==> src/rtl/pdre_pkg.sv <==
// Types and constants shared by the position delta run encoder files.
package pdre_pkg;

	localparam int POSITION_BITS = 13;
	localparam int GROUP_LIMIT   = 255;
	localparam int MAX_RESULTS   = 34;
	localparam int SEQ_BITS      = 16;
	localparam int DELTA_BITS    = 8;
	localparam int COUNT_BITS    = 8;
	localparam int BUDGET_BITS   = $clog2(MAX_RESULTS);

	typedef logic [POSITION_BITS-1:0] pos_t;
	typedef logic [DELTA_BITS-1:0]    delta_t;
	typedef logic [COUNT_BITS-1:0]    count_t;
	typedef logic [SEQ_BITS-1:0]      seq_t;
	typedef logic [BUDGET_BITS-1:0]   budget_t;

	// Record kinds.
	localparam logic RECORD_GROUP = 1'b0;
	localparam logic RECORD_SEQ   = 1'b1;

	localparam pos_t   LIMIT_POS   = pos_t'(GROUP_LIMIT);
	localparam delta_t LIMIT_DELTA = delta_t'(GROUP_LIMIT);
	localparam count_t LIMIT_COUNT = count_t'(GROUP_LIMIT);

	// One group to be written out: distance from the base and its hit count.
	typedef struct packed {
		logic   valid;
		pos_t   gap;
		count_t hits;
	} seg_t;

	// Work handed from the hit tracker to the record sequencer for one hit.
	typedef struct packed {
		seg_t first;
		seg_t second;
		logic err;
		seq_t sid;
	} plan_t;

	// One output record.
	typedef struct packed {
		logic   kind;
		delta_t delta;
		count_t run_count;
		seq_t   seq;
		logic   err;
		logic   last;
	} record_t;

endpackage

==> src/rtl/pdre_if.sv <==
// Valid/ready stream interfaces for hit beats and record beats.
interface pdre_hit_if import pdre_pkg::*; ();
	logic valid;
	logic ready;
	pos_t position;
	seq_t sequence_id;
	logic list_end;

	modport source (output valid, output position, output sequence_id, output list_end,
		input ready);
	modport sink (input valid, input position, input sequence_id, input list_end,
		output ready);
endinterface

interface pdre_rec_if import pdre_pkg::*; ();
	logic   valid;
	logic   ready;
	logic   record_kind;
	delta_t delta;
	count_t run_count;
	seq_t   seq_out;
	logic   order_error;
	logic   run_last;

	modport source (output valid, output record_kind, output delta, output run_count,
		output seq_out, output order_error, output run_last, input ready);
	modport sink (input valid, input record_kind, input delta, input run_count,
		input seq_out, input order_error, input run_last, output ready);
endinterface

==> src/rtl/position_delta_run_encoder_core.sv <==
// Position delta run encoder: turns sorted hit positions into group, escape and id records.
//
// Each accepted hit beat yields its group records (at most two: a closed or split group and,
// on the last hit of a list, the final flush), escape records ahead of any group whose
// distance exceeds 255, and always one id record last, flagged run_last. An item passes
// through an accept step, then its group records G (0 to 2), its escape steps E, that is
// (distance-1)/255 for each group, and last the id record. The escape steps come from a
// single shared compare and subtract unit that takes one limit off the distance per cycle
// while the output slot is free; escapes past the 34-record budget are stepped through
// without being shown. The input is not ready while an item is in flight; an output
// register lets the next item enter while the id record of the previous one waits.
// There is no clearing pass after reset.
module position_delta_run_encoder_core import pdre_pkg::*; (
	input logic         clk,
	input logic         arst_n,
	pdre_hit_if.sink    hit,
	pdre_rec_if.source  rec
);

	logic    take;
	logic    idle;
	plan_t   plan;
	record_t out_rec;

	assign take = hit.valid && hit.ready;
	assign hit.ready = idle;

	pdre_hit_tracker u_tracker (
		.clk         (clk),
		.arst_n      (arst_n),
		.take        (take),
		.position    (hit.position),
		.sequence_id (hit.sequence_id),
		.list_end    (hit.list_end),
		.plan        (plan)
	);

	pdre_record_sequencer u_sequencer (
		.clk       (clk),
		.arst_n    (arst_n),
		.take      (take),
		.plan      (plan),
		.out_ready (rec.ready),
		.idle      (idle),
		.out_valid (rec.valid),
		.out_rec   (out_rec)
	);

	// Record beat payload.
	assign rec.record_kind = out_rec.kind;
	assign rec.delta = out_rec.delta;
	assign rec.run_count = out_rec.run_count;
	assign rec.seq_out = out_rec.seq;
	assign rec.order_error = out_rec.err;
	assign rec.run_last = out_rec.last;

endmodule

==> src/rtl/pdre_hit_tracker.sv <==
// Tracks the open group of a list and plans the groups that each hit closes.
module pdre_hit_tracker import pdre_pkg::*; (
	input  logic  clk,
	input  logic  arst_n,
	input  logic  take,
	input  pos_t  position,
	input  seq_t  sequence_id,
	input  logic  list_end,
	output plan_t plan
);

	pos_t   cur_q;
	pos_t   base_q;
	count_t cnt_q;
	logic   started_q;

	pos_t                c0;
	pos_t                b0;
	count_t              n0;
	pos_t                pe;
	pos_t                dist0;
	pos_t                dist1;
	logic                err;
	logic [COUNT_BITS:0] n_inc;
	pos_t                c1;
	pos_t                b1;
	count_t              n1;
	seg_t                seg_a;
	seg_t                seg_b;

	// Work out the groups this hit closes and the state it leaves behind.
	always_comb begin
		c0 = started_q ? cur_q : position;
		b0 = started_q ? base_q : '0;
		n0 = started_q ? cnt_q : '0;
		err = started_q && (position < cur_q);
		pe = err ? cur_q : position;
		dist0 = (c0 >= b0) ? c0 - b0 : '0;
		n_inc = {1'b0, n0} + (COUNT_BITS + 1)'(1);
		seg_a = '0;
		c1 = c0;
		b1 = b0;
		n1 = n_inc[COUNT_BITS-1:0];
		if (pe == c0 && dist0 <= LIMIT_POS) begin
			// Same position: a run that reaches the limit is split off.
			if (n_inc > (COUNT_BITS + 1)'(GROUP_LIMIT)) begin
				seg_a = '{valid: 1'b1, gap: dist0, hits: LIMIT_COUNT};
				b1 = c0;
				n1 = count_t'(1);
			end
		end else begin
			// New position, or a gap too wide to hold the run: close the group.
			seg_a = '{valid: 1'b1, gap: dist0, hits: n0};
			b1 = c0;
			c1 = pe;
			n1 = count_t'(1);
		end
		dist1 = (c1 >= b1) ? c1 - b1 : '0;
		seg_b = '{valid: list_end, gap: dist1, hits: n1};
		plan.err = err;
		plan.sid = sequence_id;
		if (seg_a.valid) begin
			plan.first = seg_a;
			plan.second = seg_b;
		end else begin
			plan.first = seg_b;
			plan.second = '0;
		end
	end

	// State update; the last hit of a list returns to the reset state.
	always_ff @(posedge clk or negedge arst_n) begin
		if (!arst_n) begin
			cur_q <= '0;
			base_q <= '0;
			cnt_q <= '0;
			started_q <= 1'b0;
		end else if (take) begin
			if (list_end) begin
				cur_q <= '0;
				base_q <= '0;
				cnt_q <= '0;
				started_q <= 1'b0;
			end else begin
				cur_q <= c1;
				base_q <= b1;
				cnt_q <= n1;
				started_q <= 1'b1;
			end
		end
	end

endmodule

==> src/rtl/pdre_escape_alu.sv <==
// Shared step unit: tests a group distance against the limit and takes one limit off.
module pdre_escape_alu import pdre_pkg::*; (
	input  pos_t gap,
	output logic over,
	output pos_t reduced
);

	assign over = gap > LIMIT_POS;
	assign reduced = gap - LIMIT_POS;

endmodule

==> src/rtl/pdre_record_sequencer.sv <==
// Steps the planned groups, escapes and id record, one per cycle unless stalled.
module pdre_record_sequencer import pdre_pkg::*; (
	input  logic    clk,
	input  logic    arst_n,
	input  logic    take,
	input  plan_t   plan,
	input  logic    out_ready,
	output logic    idle,
	output logic    out_valid,
	output record_t out_rec
);

	localparam logic [1:0] ST_IDLE = 2'd0;
	localparam logic [1:0] ST_SEG  = 2'd1;
	localparam logic [1:0] ST_ID   = 2'd2;

	logic [1:0] state_q;
	seg_t       work_q;
	seg_t       next_q;
	logic       err_q;
	seq_t       sid_q;
	budget_t    budget_q;
	logic       out_valid_q;
	record_t    out_q;

	logic    over;
	pos_t    reduced;
	logic    slot_free;
	logic    emit;
	record_t emit_rec;
	budget_t nseg;

	pdre_escape_alu u_alu (
		.gap     (work_q.gap),
		.over    (over),
		.reduced (reduced)
	);

	assign slot_free = !out_valid_q || out_ready;
	assign nseg = budget_t'(plan.first.valid) + budget_t'(plan.second.valid);
	assign idle = (state_q == ST_IDLE);
	assign out_valid = out_valid_q;
	assign out_rec = out_q;

	// Record produced in this cycle, if any.
	always_comb begin
		emit = 1'b0;
		emit_rec = '0;
		emit_rec.err = err_q;
		unique case (state_q)
			ST_SEG: begin
				if (slot_free) begin
					emit_rec.kind = RECORD_GROUP;
					if (over) begin
						// Escapes beyond the budget still advance, unseen.
						emit = (budget_q != '0);
						emit_rec.delta = LIMIT_DELTA;
					end else begin
						emit = 1'b1;
						emit_rec.delta = work_q.gap[DELTA_BITS-1:0];
						emit_rec.run_count = work_q.hits;
					end
				end
			end
			ST_ID: begin
				emit = slot_free;
				emit_rec.kind = RECORD_SEQ;
				emit_rec.seq = sid_q;
				emit_rec.last = 1'b1;
			end
			default: begin
				emit = 1'b0;
			end
		endcase
	end

	// Sequencer and output valid.
	always_ff @(posedge clk or negedge arst_n) begin
		if (!arst_n) begin
			state_q <= ST_IDLE;
			out_valid_q <= 1'b0;
		end else begin
			if (out_valid_q && out_ready) begin
				out_valid_q <= 1'b0;
			end
			if (emit) begin
				out_valid_q <= 1'b1;
			end
			unique case (state_q)
				ST_IDLE: begin
					if (take) begin
						state_q <= plan.first.valid ? ST_SEG : ST_ID;
					end
				end
				ST_SEG: begin
					if (slot_free && !over && !next_q.valid) begin
						state_q <= ST_ID;
					end
				end
				ST_ID: begin
					if (slot_free) begin
						state_q <= ST_IDLE;
					end
				end
				default: begin
					state_q <= ST_IDLE;
				end
			endcase
		end
	end

	// Work registers for the item in flight.
	always_ff @(posedge clk) begin
		if (state_q == ST_IDLE && take) begin
			work_q <= plan.first;
			next_q <= plan.second;
			err_q <= plan.err;
			sid_q <= plan.sid;
			budget_q <= budget_t'(MAX_RESULTS - 1) - nseg;
		end else if (state_q == ST_SEG && slot_free) begin
			if (over) begin
				work_q.gap <= reduced;
				if (budget_q != '0) begin
					budget_q <= budget_q - budget_t'(1);
				end
			end else if (next_q.valid) begin
				work_q <= next_q;
				next_q.valid <= 1'b0;
			end
		end
	end

	// Output register payload.
	always_ff @(posedge clk) begin
		if (emit) begin
			out_q <= emit_rec;
		end
	end

endmodule

==> src/flat_wrapper.sv <==
// flat-port wrapper written by rule: the top's interface ports become plain ports
module position_delta_run_encoder_core_flat import pdre_pkg::*;
  (clk, arst_n, hit_valid, hit_position, hit_sequence_id, hit_list_end, hit_ready, rec_valid, rec_record_kind, rec_delta, rec_run_count, rec_seq_out, rec_order_error, rec_run_last, rec_ready);
  pdre_hit_if hit_i ();
  pdre_rec_if rec_i ();
  input logic clk;
  input logic arst_n;
  input wire logic [$bits(hit_i.valid)-1:0] hit_valid;
  input wire logic [$bits(hit_i.position)-1:0] hit_position;
  input wire logic [$bits(hit_i.sequence_id)-1:0] hit_sequence_id;
  input wire logic [$bits(hit_i.list_end)-1:0] hit_list_end;
  output wire logic [$bits(hit_i.ready)-1:0] hit_ready;
  output wire logic [$bits(rec_i.valid)-1:0] rec_valid;
  output wire logic [$bits(rec_i.record_kind)-1:0] rec_record_kind;
  output wire logic [$bits(rec_i.delta)-1:0] rec_delta;
  output wire logic [$bits(rec_i.run_count)-1:0] rec_run_count;
  output wire logic [$bits(rec_i.seq_out)-1:0] rec_seq_out;
  output wire logic [$bits(rec_i.order_error)-1:0] rec_order_error;
  output wire logic [$bits(rec_i.run_last)-1:0] rec_run_last;
  input wire logic [$bits(rec_i.ready)-1:0] rec_ready;
  assign hit_i.valid = hit_valid;
  assign hit_i.position = hit_position;
  assign hit_i.sequence_id = hit_sequence_id;
  assign hit_i.list_end = hit_list_end;
  assign hit_ready = hit_i.ready;
  assign rec_valid = rec_i.valid;
  assign rec_record_kind = rec_i.record_kind;
  assign rec_delta = rec_i.delta;
  assign rec_run_count = rec_i.run_count;
  assign rec_seq_out = rec_i.seq_out;
  assign rec_order_error = rec_i.order_error;
  assign rec_run_last = rec_i.run_last;
  assign rec_i.ready = rec_ready;
  position_delta_run_encoder_core u_core (.clk(clk), .arst_n(arst_n), .hit(hit_i), .rec(rec_i));
endmodule
==> config.mk <==
export PLATFORM = sky130hd
export DESIGN_NAME = position_delta_run_encoder_core_flat
export DESIGN_NICKNAME = d
export VERILOG_FILES = /design/src/rtl/pdre_pkg.sv /design/src/rtl/pdre_if.sv /design/src/rtl/position_delta_run_encoder_core.sv /design/src/rtl/pdre_hit_tracker.sv /design/src/rtl/pdre_escape_alu.sv /design/src/rtl/pdre_record_sequencer.sv /design/src/flat_wrapper.sv
export SDC_FILE = /design/constraint.sdc
export NUM_CORES = 1
export LEC_CHECK = 0
export ABC_CLOCK_PERIOD_IN_PS = 13760
export CORE_ASPECT_RATIO = 1.25
export CORE_UTILIZATION = 70
export CTS_BUF_LIST = sky130_fd_sc_hd__clkbuf_4 sky130_fd_sc_hd__clkbuf_8 sky130_fd_sc_hd__clkbuf_16
export DETAILED_ROUTE_END_ITERATION = 8
export DONT_BUFFER_PORTS = 1
export PLACE_DENSITY = 0.86
export SYNTH_ARGS = -nofsm -noshare
export SYNTH_HDL_FRONTEND = slang
export SYNTH_SLANG_ARGS = --single-unit
==> constraint.sdc <==
create_clock -name clk -period 13.76 [get_ports clk]
set_input_delay 2.752 -clock clk [delete_from_list [all_inputs] [get_ports clk]]
set_output_delay 2.752 -clock clk [all_outputs]
set_load 0.01 [all_outputs]
* Word level (Yosys, flattened, before mapping)
Index checks and enable logic that the tools add are counted.
** Word-level totals
- Bits in registers :: 139
- Output and inout port bits :: 37
** Operators by class
- $add $sub $neg :: 7
- $lt $le $gt $ge :: 6
- Eq/ne operators :: 7
- Muxes and demuxes :: 43
- Bitwise operators :: 2
- Reductions and logical operators :: 27
** Operator list (count)
- $mux W13 :: 11
- $mux W22 :: 3
- $mux W8 :: 6
- $mux W44 :: 1
- $mux W21 :: 2
- $ge A13 B13 Y1 :: 2
- $sub A13 B13 Y13 :: 2
- $mux W6 :: 4
- $eq A13 B13 Y1 :: 1
- $gt A13 B8 Y1 const B :: 1
- $le A13 B8 Y1 const B :: 1
- $lt A13 B13 Y1 :: 1
- $sub A13 B8 Y13 const B :: 1
- $reduce_bool A2 Y1 :: 5
- $add A8 B1 Y9 const B :: 1
- $gt A9 B8 Y1 const B :: 1
- $mux W1 :: 9
- $reduce_and A3 Y1 :: 3
- $logic_and A1 B1 Y1 :: 8
- $mux W2 :: 4
- $ne A2 B2 Y1 const B :: 3
- $pmux W2 S3 :: 1
- $reduce_and A2 Y1 :: 3
- $reduce_bool A6 Y1 :: 1
- other kinds (13) :: 17

* Logic depth before layout (Yosys ltp)
Gate-level depths: netlist of the first run.
- Word-level depth :: 12
- Mapped depth :: 27
- Gate-level depth less buffers :: 23

* Hierarchy
Synthesis of the first run repeated with hierarchy kept, for this count alone.
** Unflattened totals
- Cells, all modules :: 858
- Area, all modules :: 8664.6 um^2
** By module, submodules not included
- pdre_hit_tracker :: times used 1, cells an instance 569, area each 4401.7 um^2, sequential area each 875.8 um^2
- pdre_record_sequencer :: times used 1, cells an instance 256, area each 4025.1 um^2, sequential area each 3078.0 um^2
- pdre_escape_alu :: times used 1, cells an instance 32, area each 231.5 um^2, sequential area each 0.0 um^2
- position_delta_run_encoder_core :: times used 1, cells an instance 1, area each 6.3 um^2, sequential area each 0.0 um^2

* Worst setup path before layout of the first run
No wires, ideal clock.
- Path type :: input -> register
- From :: in hit_position[1]
- To :: reg u_core.u_sequencer.next_q[10] in the netlist's numbering (data pin)
- Setup time :: 265 ps
- Arrival time :: 7318 ps
- Data required time :: 13495 ps
- Slack :: 6177 ps
- Stages :: 21
- Cell sequence :: mux2i_1 -> inv_1 -> ha_1 -> nor2b_1 -> o31a_1 -> o31a_1 -> or3_4 -> a32oi_4 -> and4_1 -> buf_4 -> nor2_2 -> clkbuf_1 -> a22oi_1 -> ha_1 -> a2111oi_0 -> a211oi_1 -> o2111ai_1 -> nand2_1 -> o31ai_1 -> clkbuf_1 -> nor2_1
** On the way
- Word-level cells in the longest chain between the ends :: 8
- Elaborated cells on any way between the ends :: 17
- Classes of those cells :: add/sub: 2; order compare: 4; eq/ne: 1; mux: 8; reduce/logical: 2
** RTL lines
- start: declaration :: line flat_wrapper.sv:9 : input wire logic [$bits(hit_i.position)-1:0] hit_position;
- $mux W13 / $lt A13 B13 Y1 (equally long branches) :: line pdre_hit_tracker.sv:33, pdre_hit_tracker.sv:36
- $sub A13 B13 Y13 (tied with other cells) :: line pdre_hit_tracker.sv:38 : dist0 = (c0 >= b0) ? c0 - b0 : '0;
- $mux W13, on equally long branches :: line pdre_hit_tracker.sv:38, pdre_hit_tracker.sv:37
- $le A13 B8 Y1 / $eq A13 B13 Y1 (equally long branches) :: line pdre_hit_tracker.sv:44 : if (pe == c0 && dist0 <= LIMIT_POS) begin
- $logic_and A1 B1 Y1 :: line pdre_hit_tracker.sv:44
- $mux W13 :: line pdre_hit_tracker.sv:44
- $sub A13 B13 Y13 / $ge A13 B13 Y1 (equally long branches) :: line pdre_hit_tracker.sv:58 : dist1 = (c1 >= b1) ? c1 - b1 : '0;
- $mux W13 :: line pdre_hit_tracker.sv:58
- end signal: assignment :: line pdre_record_sequencer.sv:116 : next_q <= plan.second;
- end: declaration :: line pdre_record_sequencer.sv:19 : seg_t next_q;
Parallel ways exist; a longest one is shown, timed or not.
A chain may end at the register's enable or synchronous reset.

* Worst setup path after layout of the first run
- From :: in hit_position[1]
- To :: reg u_core.u_sequencer.next_q[17] in the netlist's numbering (data pin)
The elaborated chain is that of the path after synthesis.

==> metrics.csv, run 1 <==
stage;metric;value;unit
clocking;post_cts resized;0;
timing;Worst slew margin;0.173;
synth;sequential fraction of the synthesis area;0.462;
synth;number of flops mapped to enable cells by yosys;100;
critical_path;largest stage delay on the critical path;0.92;ns
floorplanning;die extent in x;101;um
critical_path;CP Depth;19;
final_layout;number of inserted filler cells in the final layout;745;
critical_path;sort of element at the end of the critical path;flip-flop;
clocking;post-CTS repair timing setup buffer count;0;
critical_path;startpoint of the lowest-slack register-to-register path;u_core.u_tracker.started_q;
global_routing;overall track demand over capacity in global routing;0.376;
synth;flop and latch count out of synthesis;138;
clocking;clock slew at reported path FFs;0.06;ns
critical_path;Slowest cell on crit path;sky130_fd_sc_hd__and3_1;
timing;Worst Max-Slew Pin Slew;1.24;ns
critical_path;critical path class;in2reg;
routing;number of DRC violations after detailed routing;0;
placed_design;dpl cells;983;
clocking;number of H-tree levels;4;
timing;Final Hold Violating Endpoints;0;
synth;Unique masters post-synth;70;
routing;Starting DRT DRC Count;699;
final_layout;diode count;0;
timing;Post-Route Setup TNS;0;ns
routing;total wire length;22.7;mm
final_layout;area added between synthesis and finish;8.24;%
routing;number of nets with antenna violations after routing;0;
floorplanning;die area;12700;um2
placed_design;PortBufs;0;
timing;final setup skew;0.00868;ns
placed_design;final estimated routing congestion in global placement;0.958;
global_routing;global-route wire length before repair;35.8;mm
final_layout;core occupancy in the finished layout;0.785;
clocking;clock tree from TritonCTS;done;
global_routing;via count of the first global-routing pass;6979;
job;number of maximum-capacitance violations;0;
critical_path;depth of the most critical reg-to-reg path;20;
final_layout;# nets final;925;
routing;routed wirelength normalized by instance count;22.4;um
global_routing;pin count of the biggest net entering global routing;66;
routing;ratio of routed vias to standard cells;6.86;
placed_design;Final HPWL DP;15.8;mm
routing;total number of vias;6959;
critical_path;R2R Path End;u_core.u_sequencer.next_q[17];
timing;count of endpoints failing setup in the final report;0;
final_layout;area taken by flip-flops and latches;3950;um2
floorplanning;number of I/O pins;71;
synth;mean instance size in the synthesized netlist;10.1;um2
timing;achievable frequency;112;MHz
synth;number of warnings printed during yosys synthesis;0;
clocking;TritonCTS Sinks;138;
timing;setup repair after global routing missed its margin;no;
critical_path;end point of the critical path;u_core.u_sequencer.next_q[17];
clocking;hold-fix buffer count after cts;0;
critical_path;buffers and inverters on the worst path;2;
status;result of the run;finished clean;
worst_hold_path;type of the tightest min-delay check;reg2reg;
synth;number of cells produced by synthesis;849;
global_routing;initial antenna violation count;0;
clocking;number of buffers created by CTS;17;
critical_path;Critical Path AT;9.06;ns
timing;final period demand of the worst path;8.93;ns
critical_path;Critical Path Source;hit_position[1];
timing;period utilization;0.649;
critical_path;FF-to-FF setup slack;6.29;ns
placed_design;dpl ws;4.67;ns
floorplanning;effective utilization at floorplan;0.726;
clocking;buffer type at the clock tree root;sky130_fd_sc_hd__clkbuf_16;
routing;Pre-antenna DRT Iters;6;
timing;count of pins over their slew limit;0;
synth;Post-synth top flop;sky130_fd_sc_hd__edfxtp_1;
clocking;clock insertion delay at the later pin of the skew report;0.43;ns
critical_path;worst-path cell chain;mux2i_1 > inv_1 > ha_1 > nor2b_1 > o31a_1 > o31a_1 > or2_2 > a31oi_1 > and3_1 > nor2_2 > buf_4 > a22oi_1 > ha_1 > a2111oi_0 > a211oi_1 > o2111ai_1 > nand2_1 > o31ai_1 > nor2_1;
critical_path;CP top delay family;compound AO/OA/AOI/OAI gates;
synth;Post-synth ARST share;0.275;
floorplanning;core region area;11800;um2
floorplanning;Vert. Die Dim;126;um
clocking;maximum buffer depth of the clock tree;2;
final_layout;combined area of the multi-input logic cells;4290;um2
final_layout;layout cells sized above 1;0.0913;
floorplanning;std cell rows;44;
critical_path;required time of the worst setup path;13.89;ns
synth;netlist area before placement;8550;um2
critical_path;Critical Path Source Type;input pin;
timing;worst path setup slack after routing;4.83;ns
global_routing;total overflow reported by the global router;0;
critical_path;Crit Path Max Fanout;20;
final_layout;post-layout instance count excluding filler cells;1015;
==> logic make-up after synthesis <==
logic type      Yosys count  synth area share
compound gates          247             0.199
xor+xnor                 50            0.0512
fa+ha+maj                50            0.0749
buf+inv                  79            0.0382
flops                   138             0.462
mux                      19            0.0240
other cells               1          0.000439
simple gates            265             0.150
==> per-stage QoR <==
stage               hold WS [ns]  instance area, um2
floorplan                  0.400                8570
CTS                        0.423                9250
detailed placement         0.410                8660
finish                     0.422                9250
global route               0.427                9250
global placement           0.403                8660
==> cells in the mapped netlist (9+ instances only) <==
master | count | area, um2
sky130_fd_sc_hd__nand2_1 | 105 | 394
sky130_fd_sc_hd__edfxtp_1 | 100 | 3000
sky130_fd_sc_hd__o21ai_0 | 66 | 330
sky130_fd_sc_hd__nor2_1 | 50 | 188
sky130_fd_sc_hd__ha_1 | 48 | 601
sky130_fd_sc_hd__dfrtp_1 | 38 | 951
sky130_fd_sc_hd__a21oi_1 | 37 | 185
sky130_fd_sc_hd__inv_1 | 37 | 139
sky130_fd_sc_hd__and2_1 | 32 | 200
sky130_fd_sc_hd__clkbuf_1 | 29 | 109
sky130_fd_sc_hd__xnor2_1 | 25 | 219
sky130_fd_sc_hd__xor2_1 | 25 | 219
sky130_fd_sc_hd__o31ai_1 | 19 | 143
sky130_fd_sc_hd__o211ai_1 | 17 | 128
sky130_fd_sc_hd__and3_1 | 14 | 87.6
sky130_fd_sc_hd__nand3_1 | 13 | 65.1
sky130_fd_sc_hd__a21o_1 | 12 | 90.1
sky130_fd_sc_hd__mux2_2 | 12 | 135
sky130_fd_sc_hd__a22oi_1 | 11 | 82.6
sky130_fd_sc_hd__o21a_1 | 11 | 82.6
sky130_fd_sc_hd__a31o_2 | 10 | 87.6
sky130_fd_sc_hd__nand2b_1 | 10 | 62.6
sky130_fd_sc_hd__a211oi_1 | 9 | 67.6
sky130_fd_sc_hd__nand4_1 | 9 | 56.3
==> worst register-to-register path, delay by kind of cell (launching register included) <==
family | cells | cell delay (ns)
buffers and inverters | 3 | 0.85
adders and majority gates | 2 | 0.65
muxes | 1 | 0.40
DFF | 1 | 0.32
and+or+nand+nor | 6 | 2.00
AOI/OAI and AO/OA | 8 | 2.95
==> final cells by class <==
class | count | share of cell area
multi-input combinational | 638 | 0.464
sequential | 138 | 0.427
tap | 161 | 0.0218
inverter | 37 | 0.0150
timing repair buffer | 9 | 0.00730
clock inverter | 12 | 0.0162
clock buffer | 20 | 0.0484
==> registers in the layout, summed over array words and instances (netlist names) <==
name,flops
u_core.u_sequencer.out_rec,34
u_core.u_sequencer.next_q,22
u_core.u_sequencer.work_q,21
u_core.u_sequencer.sid_q,16
u_core.u_tracker.base_q,13
u_core.u_tracker.cur_q,13
u_core.u_tracker.cnt_q,8
u_core.u_sequencer.budget_q,6
u_core.u_sequencer.state_q,2
u_core.u_sequencer.err_q,1
u_core.u_sequencer.out_valid,1
u_core.u_tracker.started_q,1
==> layer usage <==
layer	track usage	up-vias	part of all wire
li1	-	3117	-
met1	0.415	3277	0.36
met2	0.641	457	0.50
met3	0.0950	108	0.077
met4	0.230	0	0.067
met5	0	-	0
==> worst min path at each step <==
stage               cells past startpoint                            end                     start  slack [ns]
floorplan                               0  u_core.u_sequencer.out_rec[1]  u_core.u_sequencer.err_q        0.40
global placement                        0  u_core.u_sequencer.out_rec[1]  u_core.u_sequencer.err_q        0.40
detailed placement                      0  u_core.u_sequencer.out_rec[1]  u_core.u_sequencer.err_q        0.41
CTS                                     0  u_core.u_sequencer.out_rec[1]  u_core.u_sequencer.err_q        0.42
global route                            0  u_core.u_sequencer.out_rec[1]  u_core.u_sequencer.err_q        0.43
finish                                  0  u_core.u_sequencer.out_rec[1]  u_core.u_sequencer.err_q        0.42
==> placed cells by master, fill, tap and decap left out, types with 5 or more instances in the layout <==
master	count
sky130_fd_sc_hd__inv_1	36
sky130_fd_sc_hd__nand2b_1	10
sky130_fd_sc_hd__a21oi_1	37
sky130_fd_sc_hd__nand3_1	13
sky130_fd_sc_hd__nand2_1	104
sky130_fd_sc_hd__a211oi_1	9
sky130_fd_sc_hd__a31oi_1	7
sky130_fd_sc_hd__conb_1	7
sky130_fd_sc_hd__clkbuf_16	17
sky130_fd_sc_hd__nor4_1	5
sky130_fd_sc_hd__ha_1	48
sky130_fd_sc_hd__o21a_1	11
sky130_fd_sc_hd__and3_1	14
sky130_fd_sc_hd__nor2_1	50
sky130_fd_sc_hd__xnor2_1	25
sky130_fd_sc_hd__and2_1	32
sky130_fd_sc_hd__xor2_1	25
sky130_fd_sc_hd__dfrtp_1	38
sky130_fd_sc_hd__o21ai_0	66
sky130_fd_sc_hd__nand4_1	9
sky130_fd_sc_hd__a31o_2	10
sky130_fd_sc_hd__a22oi_1	11
sky130_fd_sc_hd__o31ai_1	19
sky130_fd_sc_hd__nor2b_1	6
sky130_fd_sc_hd__a21o_1	12
sky130_fd_sc_hd__o211ai_1	17
sky130_fd_sc_hd__edfxtp_1	100
sky130_fd_sc_hd__buf_4	9
sky130_fd_sc_hd__mux2_2	12
sky130_fd_sc_hd__mux2i_1	7
sky130_fd_sc_hd__nor3_1	5
Power of run 1 is not shown: default switching activity piles up to over one toggle a cycle in this logic, so the estimate is an artifact.
==> run 2, diff against run 1 <==
- ABC_AREA: unset -> 1
- ABC_CLOCK_PERIOD_IN_PS: 13760 -> 9200
- CORE_UTILIZATION: 70 -> 65
- PLACE_DENSITY: 0.86 -> 0.81
- clock period: 13.76 -> 9.2 ns (I/O delays scaled with it)
==> run 2 against run 1 <==
- non-clock buffer count down 4
- synthesized cell count up 40%
- clock-buffer cell count shrank 3
- worst hold slack improved by 0.0063 ns
- flip-flop and latch count unchanged
- global-route usage fell by 6.0 points
- sequential share of layout area shrank 2.6 points
- design area is 6.5% higher
- first-iteration DRC count fell by 4.1%
- worst setup slack lost 2.8 ns
- critical endpoint is now u_core.u_sequencer.work_q[19]
==> metrics.csv, run 2 <==
stage;metric;value;unit;change
floorplanning;effective utilization at floorplan;0.667;;-0.0585
job;number of maximum-capacitance violations;0;;unchanged
timing;Final Hold Violating Endpoints;0;;unchanged
global_routing;initial antenna violation count;0;;unchanged
placed_design;dpl ws;1.81;ns;-2.85 ns
synth;cell accounting for the most synthesized area;sky130_fd_sc_hd__edfxtp_1;;
critical_path;Slowest cell on crit path;sky130_fd_sc_hd__a31oi_2;;
clocking;number of H-tree levels;4;;unchanged
critical_path;required time of the worst setup path;9.49;ns;-4.40 ns
synth;fraction of synthesized cell area taken by the top area cell type;0.326;;-0.0254
clocking;TritonCTS Sinks;138;;unchanged
final_layout;commonest non-fill, non-tap cells in the layout;sky130_fd_sc_hd__nand2_1 (334), sky130_fd_sc_hd__inv_1 (187), sky130_fd_sc_hd__edfxtp_1 (100);;
global_routing;global-route wire length before repair;36.0;mm;+0.52%
final_layout;most common cell after layout, fill and taps aside;sky130_fd_sc_hd__nand2_1;;
clocking;hold-fix buffer count after cts;0;;unchanged
placed_design;Final HPWL DP;15.5;mm;-1.9%
timing;achievable frequency;139;MHz;
final_layout;max FFs per register;34;;unchanged
clocking;clock insertion delay at the later pin of the skew report;0.43;ns;about the same
routing;number of nets with antenna violations after routing;0;;unchanged
critical_path;end point of the critical path;u_core.u_sequencer.work_q[19];;
critical_path;Crit Path Max Fanout;37;;+85%
critical_path;R2R Path End;u_core.u_sequencer.work_q[19];;
floorplanning;core region area;13800;um2;+17%
synth;mean instance size in the synthesized netlist;7.73;um2;-23%
placed_design;PortBufs;0;;unchanged
global_routing;pin count of the biggest net entering global routing;83;;+26%
timing;count of pins over their slew limit;0;;unchanged
synth;netlist area before placement;9220;um2;+7.8%
final_layout;# nets final;1259;;+36%
worst_hold_path;type of the tightest min-delay check;reg2reg;;
timing;final period demand of the worst path;7.20;ns;
final_layout;number of inserted filler cells in the final layout;1055;;+42%
critical_path;Critical Path Source;hit_position[1];;
routing;routed wirelength normalized by instance count;16.0;um;-28%
timing;setup repair after global routing missed its margin;no;;
routing;number of DRC violations after detailed routing;0;;unchanged
floorplanning;number of I/O pins;71;;unchanged
critical_path;Critical Path Source Type;input pin;;
synth;number of flops mapped to enable cells by yosys;100;;unchanged
critical_path;depth of the most critical reg-to-reg path;30;;+50%
routing;Starting DRT DRC Count;670;;-4.1%
floorplanning;die extent in x;109;um;+7.6%
synth;Unique masters post-synth;44;;-37%
synth;number of warnings printed during yosys synthesis;0;;unchanged
routing;Pre-antenna DRT Iters;5;;-1
routing;total number of vias;7876;;+13%
timing;final setup skew;0.0130;ns;+0.00437 ns
clocking;post-CTS repair timing setup buffer count;0;;unchanged
routing;total wire length;21.9;mm;-3.8%
critical_path;startpoint of the lowest-slack register-to-register path;u_core.u_tracker.started_q;;
critical_path;FF-to-FF setup slack;2.36;ns;-3.93 ns
final_layout;core occupancy in the finished layout;0.713;;-0.0721
synth;number of cells produced by synthesis;1192;;+40%
timing;Post-Route Setup TNS;0;ns;unchanged
timing;worst path setup slack after routing;2.00;ns;-2.83 ns
timing;period utilization;0.783;;
synth;dominant cell by count in the synthesized netlist;sky130_fd_sc_hd__nand2_1;;
global_routing;via count of the first global-routing pass;7530;;+7.9%
final_layout;area added between synthesis and finish;6.92;%;
timing;Worst Max-Slew Pin Slew;1.14;ns;-0.0947 ns
final_layout;diode count;0;;unchanged
placed_design;dpl cells;1331;;+35%
final_layout;post-layout instance count excluding filler cells;1363;;+34%
floorplanning;die area;14700;um2;+16%
floorplanning;std cell rows;48;;+9.1%
floorplanning;Vert. Die Dim;135;um;+7.6%
synth;Post-synth ARST share;0.275;;unchanged
timing;count of endpoints failing setup in the final report;0;;unchanged
global_routing;total overflow reported by the global router;0;;unchanged
global_routing;overall track demand over capacity in global routing;0.316;;-0.0598
critical_path;critical path class;in2reg;;
synth;flop and latch count out of synthesis;138;;unchanged
clocking;number of buffers created by CTS;17;;unchanged
synth;Post-synth top flop;sky130_fd_sc_hd__edfxtp_1;;
synth;sequential fraction of the synthesis area;0.429;;-0.0335
critical_path;sort of element at the end of the critical path;flip-flop;;
clocking;post_cts resized;0;;unchanged
status;result of the run;finished clean;;
critical_path;Worst path most repeated cell;sky130_fd_sc_hd__nand2_1;;
clocking;clock slew at reported path FFs;0.07;ns;about the same
critical_path;largest stage delay on the critical path;0.83;ns;-0.09 ns
placed_design;final estimated routing congestion in global placement;0.971;;+1.4%
synth;commonest cells in the synthesized netlist;sky130_fd_sc_hd__nand2_1 (334), sky130_fd_sc_hd__inv_1 (188), sky130_fd_sc_hd__edfxtp_1 (100);;
routing;ratio of routed vias to standard cells;5.78;;-16%
clocking;maximum buffer depth of the clock tree;2;;unchanged
timing;Worst slew margin;0.235;;+0.0616
clocking;clock tree from TritonCTS;done;;
final_layout;layout cells sized above 1;0.0699;;-0.0215
clocking;buffer type at the clock tree root;sky130_fd_sc_hd__clkbuf_16;;
critical_path;Critical Path AT;7.49;ns;-1.57 ns
synth;main area contributors after synthesis;sky130_fd_sc_hd__edfxtp_1 (33%), sky130_fd_sc_hd__nand2_1 (14%), sky130_fd_sc_hd__dfrtp_1 (10%);;
## run 2: cell types whose count changed in the layout (fill, tap and decap cells not counted), moves of 12 or more
cell / change
sky130_fd_sc_hd__a21oi_1: -12
sky130_fd_sc_hd__and2_1: -31
sky130_fd_sc_hd__and3_1: -14
sky130_fd_sc_hd__inv_1: +151
sky130_fd_sc_hd__mux2_2: -12
sky130_fd_sc_hd__nand2_1: +230
sky130_fd_sc_hd__nand2_2: +23
sky130_fd_sc_hd__nand3_1: +84
sky130_fd_sc_hd__nand4_1: +45
sky130_fd_sc_hd__nor2_1: +26
sky130_fd_sc_hd__o211ai_1: -15
sky130_fd_sc_hd__o21ai_1: +12
sky130_fd_sc_hd__o31ai_1: -17
sky130_fd_sc_hd__xnor2_1: -19
## run 2: final cells by class
class / instances / area [um2] / area share
Multi-Input combinational cell: 822 / 4330 / 0.439
Sequential cell: 138 / 3960 / 0.401
Inverter: 191 / 717 / 0.0728
Clock buffer: 17 / 425 / 0.0432
Tap cell: 175 / 219 / 0.0222
Clock inverter: 15 / 171 / 0.0174
Timing Repair Buffer: 5 / 37.5 / 0.00381
## run 2: kinds of logic after synthesis
family	Yosys count	synth area share
AO/OA/AOI/OAI	135	0.0819
XOR/XNOR	23	0.0219
adder cells (fa/ha/maj)	50	0.0695
buffers and inverters	238	0.105
flip-flops	138	0.429
other	1	0.000407
AND/OR/NAND/NOR	607	0.292
## run 2: worst min-delay path by stage
stage,startpoint,endpoint,cells past startpoint
after global placement,u_core.u_sequencer.err_q,u_core.u_sequencer.out_rec[1],0
after CTS,u_core.u_sequencer.err_q,u_core.u_sequencer.out_rec[1],0
after floorplan,u_core.u_sequencer.err_q,u_core.u_sequencer.out_rec[1],0
final,u_core.u_sequencer.err_q,u_core.u_sequencer.out_rec[1],0
after global routing,u_core.u_sequencer.err_q,u_core.u_sequencer.out_rec[1],0
after detailed placement,u_core.u_sequencer.err_q,u_core.u_sequencer.out_rec[1],0
## run 2: per-layer routing
layer | share of wire | up-vias | track usage
met3 | 0.061 | 69 | 0.0659
met4 | 0.047 | 0 | 0.170
met5 | 0 | - | 0
li1 | - | 3862 | -
met1 | 0.40 | 3613 | 0.365
met2 | 0.50 | 332 | 0.543
## run 2: critical path, delay by kind of cell
| family | cells | cell delay (ns) |
|---|---|---|
| AND/OR/NAND/NOR | 20 | 2.81 |
| adder cells (fa/ha/maj) | 2 | 0.90 |
| AO/OA/AOI/OAI | 3 | 1.56 |
| XOR/XNOR | 1 | 0.15 |
| buffers and inverters | 1 | 0.17 |
## run 2: metrics by stage
step           hold slack (ns)  area (um2)
6_report                 0.429        9850
5_1_grt                  0.443        9850
4_1_cts                  0.433        9850
3_5_place_dp             0.413        9260
3_3_place_gp             0.426        9260
2_1_floorplan            0.400        9240
Power of run 2 is left out for the same reason.
==> run 3, diff against run 2 <==
- ABC_AREA: 1 -> 0
- ABC_CLOCK_PERIOD_IN_PS: 9200 -> 7200
- clock period: 9.2 -> 7.2 ns (I/O delays scaled with it)
==> run 3 against run 2 <==
- via count decreased by 13%
- critical path depth decreased by 5
- global-route usage increased by 2.9 points
- critical endpoint is now u_core.u_sequencer.next_q[20]
- clock skew decreased by 0.0057 ns
- cell count decreased by 25%
- register-to-register slack got worse by 1.7 ns
- worst setup slack got worse by 1.4 ns
- utilization increased by 1.2 points
- flip-flop and latch count unchanged
- non-clock buffer count increased by 10
- first-iteration DRC count decreased by 20%
==> metrics.csv, run 3 (synthesis results as in run 1) <==
stage;metric;value;unit;change
final_layout;commonest non-fill, non-tap cells in the layout;sky130_fd_sc_hd__nand2_1 (104), sky130_fd_sc_hd__edfxtp_1 (100), sky130_fd_sc_hd__o21ai_0 (66);;
placed_design;PortBufs;0;;unchanged
global_routing;global-route wire length before repair;35.4;mm;-1.5%
timing;count of endpoints failing setup in the final report;0;;unchanged
clocking;TritonCTS Sinks;138;;unchanged
critical_path;Critical Path Source Type;input pin;;
timing;setup repair after global routing missed its margin;no;;
timing;final setup skew;0.00732;ns;-0.00573 ns
routing;ratio of routed vias to standard cells;6.66;;+15%
final_layout;diode count;0;;unchanged
clocking;clock slew at reported path FFs;0.06;ns;about the same
floorplanning;die extent in x;105;um;-3.6%
global_routing;met2 track utilization from global routing;0.597;;+0.0539
critical_path;Crit Path Max Fanout;19;;-49%
routing;number of DRC violations after detailed routing;0;;unchanged
floorplanning;effective utilization at floorplan;0.669;;+0.00190
timing;worst path setup slack after routing;0.559;ns;-1.44 ns
final_layout;layout cells sized above 1;0.0943;;+0.0244
floorplanning;number of I/O pins;71;;unchanged
timing;count of pins over their slew limit;0;;unchanged
critical_path;Slowest cell on crit path;sky130_fd_sc_hd__o311ai_0;;
floorplanning;Vert. Die Dim;130;um;-3.6%
global_routing;met1 Resource Use GR;0.393;;+0.0280
global_routing;total overflow reported by the global router;0;;unchanged
global_routing;via count of the first global-routing pass;6632;;-12%
placed_design;final estimated routing congestion in global placement;0.957;;-1.5%
critical_path;critical path class;in2reg;;
placed_design;dpl ws;0.218;ns;-1.60 ns
routing;number of nets with antenna violations after routing;0;;unchanged
placed_design;Final HPWL DP;16.4;mm;+5.9%
timing;Worst Max-Slew Pin Slew;1.29;ns;+0.143 ns
clocking;number of buffers created by CTS;17;;unchanged
timing;final period demand of the worst path;6.64;ns;
final_layout;# nets final;931;;-26%
timing;Post-Route Setup TNS;0;ns;unchanged
routing;Starting DRT DRC Count;537;;-20%
job;number of maximum-capacitance violations;0;;unchanged
final_layout;area added between synthesis and finish;8.46;%;
critical_path;Critical Path AT;6.77;ns;-0.72 ns
timing;Worst slew margin;0.141;;-0.0941
critical_path;required time of the worst setup path;7.33;ns;-2.16 ns
clocking;clock insertion delay at the later pin of the skew report;0.42;ns;about the same
routing;Pre-antenna DRT Iters;5;;unchanged
floorplanning;std cell rows;46;;-4.2%
timing;Final Hold Violating Endpoints;0;;unchanged
global_routing;overall track demand over capacity in global routing;0.344;;+0.0287
floorplanning;die area;13600;um2;-7.1%
global_routing;pin count of the biggest net entering global routing;66;;-20%
clocking;maximum buffer depth of the clock tree;2;;unchanged
worst_hold_path;type of the tightest min-delay check;reg2reg;;
global_routing;initial antenna violation count;0;;unchanged
routing;total number of vias;6839;;-13%
routing;routed wirelength normalized by instance count;22.1;um;+38%
timing;achievable frequency;151;MHz;
final_layout;most common cell after layout, fill and taps aside;sky130_fd_sc_hd__nand2_1;;
global_routing;Most Crowded Layer GR;met2;;
critical_path;worst-path cell chain;mux2i_1 > ha_1 > inv_1 > fa_1 > a211oi_1 > o21ba_2 > o211ai_1 > o311ai_0 > and3_1 > a21oi_1 > nor4_4 > buf_4 > a22oi_1 > ha_1 > o21ai_0 > nand2b_1 > a21oi_1 > a211oi_1 > o2111ai_1 > nand2_1 > o31ai_1 > nor2_1;;
global_routing;Global Route met3 Usage;0.0724;;+0.00653
status;result of the run;finished clean;;
timing;worst slack on hold paths;0.419;ns;-0.00973 ns
floorplanning;core region area;12800;um2;-7.5%
routing;total wire length;22.7;mm;+3.7%
critical_path;sort of element at the end of the critical path;flip-flop;;
timing;period utilization;0.922;;
critical_path;largest stage delay on the critical path;0.51;ns;-0.32 ns
clocking;clock tree from TritonCTS;done;;
clocking;number of H-tree levels;4;;unchanged
clocking;buffer type at the clock tree root;sky130_fd_sc_hd__clkbuf_16;;
final_layout;max FFs per register;34;;unchanged
[run 3: stage by stage]
step,utilization,cell area [um2],std cells
floorplan,-,8570,855
global placement,0.682,8710,996
detailed placement,0.682,8710,996
CTS,0.726,9270,1027
global route,0.726,9270,1027
finish,0.726,9270,1027
[run 3: timing repair]
item / CTS / global route
endpoints found under the setup margin: 0 / 11
setup buffers: 0 / 0
hold buffers: 0 / 0
endpoints found under the hold margin: 0 / 0
gates resized for setup: 0 / 1
[run 3: cell type report]
cell class | instances | area (um2)
multi-input combinational | 638 | 4300
sequential | 138 | 3950
fill | 898 | 3500
clock buffer | 18 | 433
tap | 168 | 210
inverter | 37 | 139
clock inverter | 13 | 129
timing repair buffer | 15 | 113
[run 3: path summary, 6_finish.rpt]
| kind | from | endpoint | slack [ns] | cells after the start |
|---|---|---|---|---|
| max reg2reg | u_core.u_tracker.started_q | u_core.u_sequencer.next_q[20] | 0.62 | 22 |
| min reg2reg | u_core.u_sequencer.err_q | u_core.u_sequencer.out_rec[1] | 0.42 | 0 |
| min | u_core.u_sequencer.err_q | u_core.u_sequencer.out_rec[1] | 0.42 | 0 |
| max in group asynchronous | arst_n | u_core.u_sequencer.state_q[1] | 6.40 | 0 |
| max | hit_position[0] | u_core.u_sequencer.next_q[20] | 0.56 | 22 |
| min in group asynchronous | arst_n | u_core.u_tracker.cur_q[11] | 0.71 | 0 |
[run 3: per-layer routing]
metal	vias to the layer above	part of all wire
met5	-	0
met4	0	0.062
met3	88	0.068
met2	367	0.50
met1	3265	0.37
li1	3119	-
[run 3: critical path: cells and delay by family]
family,cells,cell delay [ns]
muxes,1,0.28
buffers and inverters,2,0.40
adders and majority gates,3,1.08
AOI/OAI and AO/OA,11,2.48
and+or+nand+nor,5,1.08
Power of run 3 is left out for the same reason.
